File: src/design/sair_pkg.sv
// shared types and constants for the srrip replacement block
// no dependencies
`timescale 1ns / 1ps

package sair_pkg;

	localparam int THRESH_W = 8;
	localparam int SET_IN_W = 11;
	localparam int WAY_IN_W = 4;
	localparam logic [THRESH_W-1:0] THRESHOLD_RESET = 8'd96;

	localparam logic OP_VICTIM = 1'b0;
	localparam logic OP_UPDATE = 1'b1;

	typedef enum logic [2:0] {
		ST_CLEAR,
		ST_IDLE,
		ST_REDUCE,
		ST_ISSUE,
		ST_CALC,
		ST_WRITE
	} sair_state_t;

	typedef struct packed {
		logic is_update;
		logic hit;
		logic way_ok;
		logic irregular;
	} sair_cmd_t;

endpackage

File: src/design/sair_rrv_update.sv
// re-reference row logic: oldest value, victim search, aging and insertion
// depends on sair_pkg
`timescale 1ns / 1ps

module sair_rrv_update #(
	parameter int NUM_WAYS  = 16,
	parameter int MAX_VALUE = 3
) (
	input  logic [NUM_WAYS*$clog2(MAX_VALUE+1)-1:0] row,
	input  logic [$clog2(MAX_VALUE+1)-1:0]          top_in,
	input  sair_pkg::sair_cmd_t                     cmd,
	input  logic [$clog2(NUM_WAYS)-1:0]             way_sel,
	output logic [$clog2(MAX_VALUE+1)-1:0]          top,
	output logic [$clog2(NUM_WAYS)-1:0]             victim,
	output logic [NUM_WAYS*$clog2(MAX_VALUE+1)-1:0] new_row
);
	import sair_pkg::*;

	localparam int VAL_W = $clog2(MAX_VALUE + 1);
	localparam int WAY_W = $clog2(NUM_WAYS);

	logic [MAX_VALUE:0]              present;
	logic [VAL_W-1:0]                lift, ins_val;
	logic [NUM_WAYS*VAL_W-1:0]       aged_row, upd_row;

	// highest value present in the row
	always_comb begin
		present = '0;
		for (int w = 0; w < NUM_WAYS; w++) begin
			for (int v = 0; v <= MAX_VALUE; v++) begin
				if (row[w*VAL_W +: VAL_W] == VAL_W'(v)) begin
					present[v] = 1'b1;
				end
			end
		end
		top = '0;
		for (int v = 0; v <= MAX_VALUE; v++) begin
			if (present[v]) begin
				top = VAL_W'(v);
			end
		end
	end

	always_comb begin
		lift   = VAL_W'(MAX_VALUE) - top_in;
		victim = '0;
		for (int w = NUM_WAYS - 1; w >= 0; w--) begin
			if (row[w*VAL_W +: VAL_W] == top_in) begin
				victim = WAY_W'(w);
			end
		end
		for (int w = 0; w < NUM_WAYS; w++) begin
			aged_row[w*VAL_W +: VAL_W] = row[w*VAL_W +: VAL_W] + lift;
		end
		if (cmd.hit) begin
			ins_val = '0;
		end else if (cmd.irregular) begin
			ins_val = VAL_W'(MAX_VALUE);
		end else begin
			ins_val = VAL_W'(MAX_VALUE - 1);
		end
		upd_row = row;
		if (cmd.way_ok) begin
			upd_row[way_sel*VAL_W +: VAL_W] = ins_val;
		end
		new_row = cmd.is_update ? upd_row : aged_row;
	end

endmodule

File: config.mk
export PLATFORM = sky130hd
export DESIGN_NAME = sair_rrv_update
export DESIGN_NICKNAME = d
export VERILOG_FILES = /design/src/design/sair_pkg.sv /design/src/design/sair_rrv_update.sv
export SDC_FILE = /design/constraint.sdc
export NUM_CORES = 1
export LEC_CHECK = 0
export BUFFER_PORTS_ARGS = -buffer_cell sky130_fd_sc_hd__buf_2
export CAP_MARGIN = 20
export CORE_MARGIN = 4
export CORE_UTILIZATION = 45
export DETAILED_ROUTE_END_ITERATION = 8
export MAX_ROUTING_LAYER = met4
export PLACE_DENSITY = 0.73
export SYNTH_ARGS = -nofsm -noshare
export SYNTH_HDL_FRONTEND = slang
export SYNTH_SLANG_ARGS = --single-unit
File: constraint.sdc
create_clock -name vclk -period 2.7
set_clock_uncertainty 0.1 [all_clocks]
set_input_delay 0.135 -clock vclk [all_inputs]
set_output_delay 0.135 -clock vclk [all_outputs]
set_load 0.005 [all_outputs]
==> qor.csv <==
metric,value,unit
outcome,"complete, no violations",
yosysSeqAreaShare,0,
power.density,200,nW/um^2
synth_common_cells,"48 x nor2_1, 35 x nand2_1, 32 x a21oi_1",
rows,26,
max_stage_delay,0.34,ns
synth_most_common_cell,nor2_1,
die_y,80.4,um
critPathBufInv,2,
crit_fanout,11,
io_buffers,80,
critPathLaunchType,input port,
io_pins,80,
min_from,row[5],
tightestPinTransition,0.834,ns
grt_usage,0.276,
syn_inst,372,
initial_core_util,0.464,
hold_path.class,in -> out,
ff_latch_area,0,sq um
post-route-drc-count,0,
dp_hpwl,7.28,mm
ys_top_cells_by_area,"ha_1 11%, mux2i_1 8.5%, nor2_1 7.6%",
synth_top_area_frac,0.112,
design.seq.count,0,
finalCritPeriodShare,0.900,
crit_type,in -> out,
rsz0062_at_grt,no,
avgSynthCellArea,6.33,sq um
slew_headroom,0.444,
area_growth,19.3,%
core,5070,sq um
n_antenna_cell,0,
setup_violations,0,
internal_power,0.234,mW
grt-ovfl-total,0,
ir_drop,0.000115,V
post_cts_buffers,0,
crit_slowest_cell,nor2_1,
firstDrtPassIters,5,
grt_pass1_vias,2777,
switching_share,0.583,
p_leak,1.39,nW
cp-startpoint,way_sel[0],
wl,8.78,mm
die_x,80.4,um
maxSlewViolCount,0,
required,2.47,ns
clock.fmax,412,MHz
grt_max_degree,47,
power_frac_clock,0,
postCtsHoldBufs,0,
antenna_found_initial,0,
hold-worst-slack,0.562,ns
seqPwrFrac,0,
power_frac_comb,1.000,
max-cap-violations,0,
hold_depth,4,
worst_hold_path.endpoint,new_row[5],
cp-end-kind,output pin,
die_area,6460,sq um
hold_violations,0,
yosysWarnings,0,
netlist_area,2360,sq um
switching_power,0.327,mW
syn_nets,435,
finalNetCount,505,
synth.distinct_cells,53,
yosysTopAreaCell,ha_1,
viasPerCell,6.09,
drive_gt1_frac,0.218,
wire_per_inst,17.2,um
n_clock_buffer,0,
fin_crit,2.43,ns
gp_congestion,0.970,
drtIter0Drc,288,
grt_pass1_wl,13.9,mm
setup_tns,0,ns
vias,3106,
postRouteAntennaNets,0,
critPathTopFamily,simple AND/OR/NAND/NOR gates,
cp_cell_sequence,buf_2 > or2_2 > nor2_1 > ha_1 > nand2b_1 > nor2_1 > nand3_1 > o22ai_1 > a31oi_1 > buf_2,
cp.arrival,2.19,ns
cts_resized,0,
## per-stage QoR
stage | setup slack, ns | cell area (sq um) | utilization | power, mW | cells
CTS | 0.334 | 2810 | 0.554 | 0.556 | 510
finish | 0.271 | 2810 | 0.554 | 0.561 | 510
floorplan | 0.734 | 2360 | - | 0.349 | 372
global placement | 0.377 | 2810 | 0.554 | 0.550 | 510
global route | 0.0938 | 2810 | 0.554 | 0.619 | 510
detailed placement | 0.341 | 2810 | 0.554 | 0.553 | 510
## power groups by stage
stage,Combinational [mW],Sequential [mW],Clock (mW)
floorplan,0.349,0,0
global placement,0.550,0,0
detailed placement,0.553,0,0
CTS,0.556,0,0
global route,0.619,0,0
finish,0.561,0,0
## layer usage
| layer | global-route usage | share of wire | vias to the layer above |
|---|---|---|---|
| met1 | 0.390 | 0.45 | 1431 |
| met5 | - | 0 | - |
| li1 | - | - | 1510 |
| met2 | 0.447 | 0.45 | 152 |
| met4 | 0.0439 | 0.016 | 0 |
| met3 | 0.00448 | 0.082 | 13 |
## layout make-up
class / count / area, sq um
fill: 534 / 2260
multi-input combinational: 326 / 2170
timing repair buffer: 87 / 453
inverter: 27 / 101
tap: 70 / 87.6
## worst max path at each step
stage	end	slack, ns	cells after the start
floorplan	victim[3]	0.73	6
global placement	new_row[24]	0.38	10
detailed placement	new_row[25]	0.34	10
CTS	new_row[25]	0.33	10
global route	new_row[25]	0.09	10
finish	new_row[25]	0.27	10
## kinds of logic (layout without fill, tap and decap cells)
logic type / after synthesis / after routing / share of synthesized area
adders and majority gates: 21 / 21 / 0.112
and+or+nand+nor: 147 / 147 / 0.304
muxes: 20 / 20 / 0.0850
buffers and inverters: 46 / 114 / 0.0791
xor gates and xnor gates: 29 / 29 / 0.108
AOI/OAI and AO/OA: 109 / 109 / 0.313
## layout by cell type, fill, tap and decap left out, types with 2 or more instances in the layout
| master | n |
|---|---|
| a31oi_1 | 12 |
| nor2b_1 | 9 |
| and2_1 | 3 |
| o22ai_1 | 10 |
| or2_2 | 2 |
| and3_1 | 5 |
| a221oi_1 | 12 |
| buf_2 | 80 |
| xor2_1 | 17 |
| mux2i_1 | 20 |
| a22o_1 | 2 |
| a211o_1 | 2 |
| nand2b_1 | 2 |
| a211oi_1 | 2 |
| or3_1 | 2 |
| inv_1 | 26 |
| nand3_1 | 13 |
| o221ai_2 | 2 |
| xnor2_1 | 12 |
| o31ai_1 | 9 |
| nor3_1 | 14 |
| ha_1 | 21 |
| nor2_1 | 48 |
| o21ai_0 | 9 |
| a22oi_1 | 7 |
| a21oi_1 | 32 |
| nand2_1 | 35 |
| buf_4 | 7 |
| a311oi_1 | 2 |
| nand3b_1 | 2 |
(Power assumes the default switching activity.)
