`src/design/sair_pkg.sv`:
```
// shared types and constants for the srrip replacement block
// no dependencies
`timescale 1ns / 1ps

package sair_pkg;

	localparam int THRESH_W = 8;
	localparam int SET_IN_W = 11;
	localparam int WAY_IN_W = 4;
	localparam logic [THRESH_W-1:0] THRESHOLD_RESET = 8'd96;

	localparam logic OP_VICTIM = 1'b0;
	localparam logic OP_UPDATE = 1'b1;

	typedef enum logic [2:0] {
		ST_CLEAR,
		ST_IDLE,
		ST_REDUCE,
		ST_ISSUE,
		ST_CALC,
		ST_WRITE
	} sair_state_t;

	typedef struct packed {
		logic is_update;
		logic hit;
		logic way_ok;
		logic irregular;
	} sair_cmd_t;

endpackage

```
`src/design/sair_win_update.sv`:
```
// outcome window row update: shift in one outcome, keep the miss count
// depends on sair_pkg
`timescale 1ns / 1ps

module sair_win_update #(
	parameter int WINDOW_LEN = 128
) (
	input  logic [WINDOW_LEN+$clog2(WINDOW_LEN)+$clog2(WINDOW_LEN+1)-1:0] row,
	input  sair_pkg::sair_cmd_t                                            cmd,
	input  logic [sair_pkg::THRESH_W-1:0]                                  threshold,
	output logic [WINDOW_LEN+$clog2(WINDOW_LEN)+$clog2(WINDOW_LEN+1)-1:0] new_row,
	output logic                                                           irregular
);
	import sair_pkg::*;

	localparam int POS_W = $clog2(WINDOW_LEN);
	localparam int CNT_W = $clog2(WINDOW_LEN + 1);
	localparam int CMP_W = (CNT_W > THRESH_W) ? CNT_W : THRESH_W;

	logic [WINDOW_LEN-1:0] bits, new_bits;
	logic [POS_W-1:0]      pos, new_pos;
	logic [CNT_W-1:0]      cnt, new_cnt, cnt_sel;
	logic                  old_bit, miss_bit;

	always_comb begin
		bits     = row[WINDOW_LEN-1:0];
		pos      = row[WINDOW_LEN +: POS_W];
		cnt      = row[WINDOW_LEN+POS_W +: CNT_W];
		miss_bit = ~cmd.hit;
		old_bit  = bits[pos];
		new_cnt  = cnt - CNT_W'(old_bit) + CNT_W'(miss_bit);
		new_bits = bits;
		new_bits[pos] = miss_bit;
		new_pos  = (pos == POS_W'(WINDOW_LEN - 1)) ? '0 : pos + 1'b1;
		new_row  = {new_cnt, new_pos, new_bits};
		cnt_sel  = cmd.is_update ? new_cnt : cnt;
		irregular = CMP_W'(cnt_sel) > CMP_W'(threshold);
	end

endmodule

```
`config.mk`:
```
export PLATFORM = sky130hd
export DESIGN_NAME = sair_win_update
export DESIGN_NICKNAME = d
export VERILOG_FILES = /design/src/design/sair_pkg.sv /design/src/design/sair_win_update.sv
export SDC_FILE = /design/constraint.sdc
export NUM_CORES = 1
export LEC_CHECK = 0
export BUFFER_PORTS_ARGS = -buffer_cell sky130_fd_sc_hd__buf_2
export CAP_MARGIN = 20
export CORE_AREA = 2 2 116 118
export DETAILED_ROUTE_END_ITERATION = 8
export DIE_AREA = 0 0 118 120
export MAX_ROUTING_LAYER = met4
export PLACE_DENSITY = 0.73
export SLEW_MARGIN = 20
export SYNTH_ARGS = -nofsm -noshare
export SYNTH_HDL_FRONTEND = slang
export SYNTH_SLANG_ARGS = --single-unit
export TNS_END_PERCENT = 50
```
`constraint.sdc`:
```
create_clock -name vclk -period 7.6
set_input_delay 1.14 -clock vclk [all_inputs]
set_output_delay 1.14 -clock vclk [all_outputs]
set_load 0.005 [all_outputs]
```
==> impl_metrics.env <==
export IMPL_status="finished, final reports clean"
export IMPL_fin_ws_ns=0.364
export IMPL_ys_seq_area_share_pct=0
export IMPL_drv_slew=0
export IMPL_cp_required_ns=6.46
export IMPL_regArea_um2=0
export IMPL_num_rows=42
export IMPL_via_count=6150
export IMPL_hold_depth=4
export IMPL_grt_max_degree=71
export IMPL_flops_and_latches=0
export IMPL_p_per_area_mw_per_mm2=62.3
export IMPL_io_pins=299
export IMPL_final_cell_area_mm2=0.00551
export IMPL_period_share_pct=95.2
export IMPL_synth_nets=779
export IMPL_start_util_pct=30.8
export IMPL_grt_pass1_vias=5441
export IMPL_fillers=1439
export IMPL_cp_start_kind="primary input"
export IMPL_hold_ws_ns=2.57
export IMPL_worstPathArrival_ns=6.10
export IMPL_path_common_cell="a21o_1"
export IMPL_synthToLayoutAreaGrowth_pct=37.8
export IMPL_worst_path_stages=23
export IMPL_dieArea_mm2=0.0142
export IMPL_multi_input_area_mm2=0.00358
export IMPL_p_comb_share_pct=100.0
export IMPL_setup_tns_ns=0
export IMPL_relSlewSlack_pct=26.1
export IMPL_antenna_found_initial=1
export IMPL_cp_num_buf_inv=3
export IMPL_clkPwrFrac_pct=0
export IMPL_die_height_um=120
export IMPL_drc=0
export IMPL_routedWlPerCell_um=20.5
export IMPL_final_cell_mix="buf_2 (295), o21ai_0 (110), o31ai_1 (100)"
export IMPL_clkbuf_count=0
export IMPL_cpPeakStageDelay_ns=0.59
export IMPL_switchingPower_uw=192
export IMPL_clock_fmax_mhz=138
export IMPL_cp_cell_sequence="buf_2 -> nor2b_1 -> a22o_1 -> a22oi_1 -> a31o_1 -> a221o_1 -> o211ai_2 -> ha_1 -> inv_1 -> ha_1 -> a21o_1 -> a21o_1 -> a21oi_1 -> o21bai_1 -> xor2_1 -> mux2_2 -> ha_1 -> a21o_1 -> a21o_1 -> a21oi_1 -> o21ai_0 -> o21a_1 -> buf_2"
export IMPL_yosysTopAreaCellShare_pct=18.8
export IMPL_drive_gt1_share_pct=40.2
export IMPL_synth_cells=606
export IMPL_place_area_mm2=0.00548
export IMPL_p_leak_nw=2.47
export IMPL_port_buffers=297
export IMPL_cts_setup_buffers=0
export IMPL_cp_max_fo=28
export IMPL_p_sw_share_pct=56.0
export IMPL_endpoint_kind="primary output"
export IMPL_die_width_um=118
export IMPL_cts_resized_gates=0
export IMPL_hp_class="primary input to primary output"
export IMPL_dp_slack_ns=0.227
export IMPL_hold_violations=0
export IMPL_synth_yosys_warnings=0
export IMPL_core_area_mm2=0.0130
export IMPL_drt_initial_drc_count=442
export IMPL_fin_util_pct=42.4
export IMPL_mappedNetlistArea_mm2=0.00400
export IMPL_synth_cell_types=62
export IMPL_place_congestion=0.925
export IMPL_hold_end="new_row[6]"
export IMPL_viasPerCell=6.02
export IMPL_grt_pass1_wl_um=30400
export IMPL_path_class="primary input to primary output"
export IMPL_cts_hold_buf=0
export IMPL_nNetsFinal=1020
export IMPL_power_share_sequential_pct=0
export IMPL_intPower_uw=151
export IMPL_maxCapViolations=0
export IMPL_synth_area_leaders="o31ai_1 (19%), o21ai_0 (14%), ha_1 (5.3%)"
export IMPL_synth_avg_cell_area_um2=6.59
export IMPL_rsz0062_at_grt="no"
export IMPL_dp_hpwl_um=15900
export IMPL_yosys_area_top_type="o31ai_1"
export IMPL_layout_commonest_cell="buf_2"
export IMPL_grt_use_total_pct=27.7
export IMPL_ant_nets=0
export IMPL_crit_family="compound AO/OA/AOI/OAI gates"
export IMPL_ir_drop_mv=0.0429
export IMPL_min_from="row[6]"
export IMPL_wl_um=20900
export IMPL_period_minus_slack_ns=7.24
export IMPL_setup_viol=0
export IMPL_tightestPinTransition_ns=1.11
export IMPL_cpMaxStageDelayCell="nor2b_1"
export IMPL_drt_first_pass_iters=5
export IMPL_grt_overflow_total=0
## kinds of logic (layout without fill, tap and decap cells)
logic type,Yosys count,in the layout,share of synthesized area [%]
simple gates,121,121,14.6
other cells,0,1,0
fa+ha+maj,18,18,5.82
mux,33,33,12.9
compound gates,330,330,53.5
xor+xnor,9,9,2.32
buf+inv,95,334,10.8
## power groups by stage
stage	Combinational, mW	Clock, mW	Sequential (mW)
floorplan	0.193	0	0
global placement	0.335	0	0
detailed placement	0.338	0	0
CTS	0.340	0	0
global route	0.375	0.0000000176	0
finish	0.343	0.0000000176	0
## metrics by stage
stage / power [mW] / std cells
4_1_cts: 0.340 / 1020
3_3_place_gp: 0.335 / 1020
5_1_grt: 0.375 / 1022
2_1_floorplan: 0.193 / 606
6_report: 0.343 / 1022
3_5_place_dp: 0.338 / 1020
## synth_stat cells (all sizes together), types with 2 or more instances
master   instances
xor2             4
a22oi            7
ha              17
o21ai          112
nor3b            2
mux2i            7
a22o             3
o21bai           2
o21a             3
nand3           13
a211oi           3
a221o            2
mux4            11
o31ai          100
nand2           41
o211ai           4
inv             20
nor2b            9
a221oi          12
xnor2            4
and3             5
nor2            32
a21oi           38
nor4             2
and3b            2
and2             4
a21bo            2
mux2            15
clkbuf          52
buf             21
nand4            4
a21o             6
clkinv           2
a222oi           2
nor3             3
a2bb2oi          4
o2111ai          2
a31oi           20
## metal layers
metal / GRT usage [%] / vias up / wire, um
met2: 47.2 / 357 / 9890
met4: 4.52 / 0 / 278
met5: - / - / 0
met1: 36.0 / 2897 / 9090
li1: - / 2872 / -
met3: 3.28 / 24 / 1680
## tightest hold or removal path: cells and delay by family
| family | cells | cell delay, ns |
|---|---|---|
| buf+inv | 2 | 0.20 |
| compound gates | 1 | 0.05 |
| simple gates | 1 | 0.04 |
## how the worst max path moves through the flow
| stage | slack, ns | end | from |
|---|---|---|---|
| after CTS | 0.21 | irregular | row[129] |
| after global routing | 0.03 | irregular | row[130] |
| after floorplan | 1.24 | irregular | row[130] |
| final | 0.36 | irregular | row[130] |
| after global placement | 0.26 | irregular | row[129] |
| after detailed placement | 0.23 | irregular | row[129] |
## final cells by class
cell class	count	share of cell area [%]
Timing Repair Buffer	312	29.5
Inverter	22	1.50
Antenna cell	1	0.0455
Multi-Input combinational cell	511	65.0
Tap cell	176	4.00
Power figures use the tool's default switching activity.
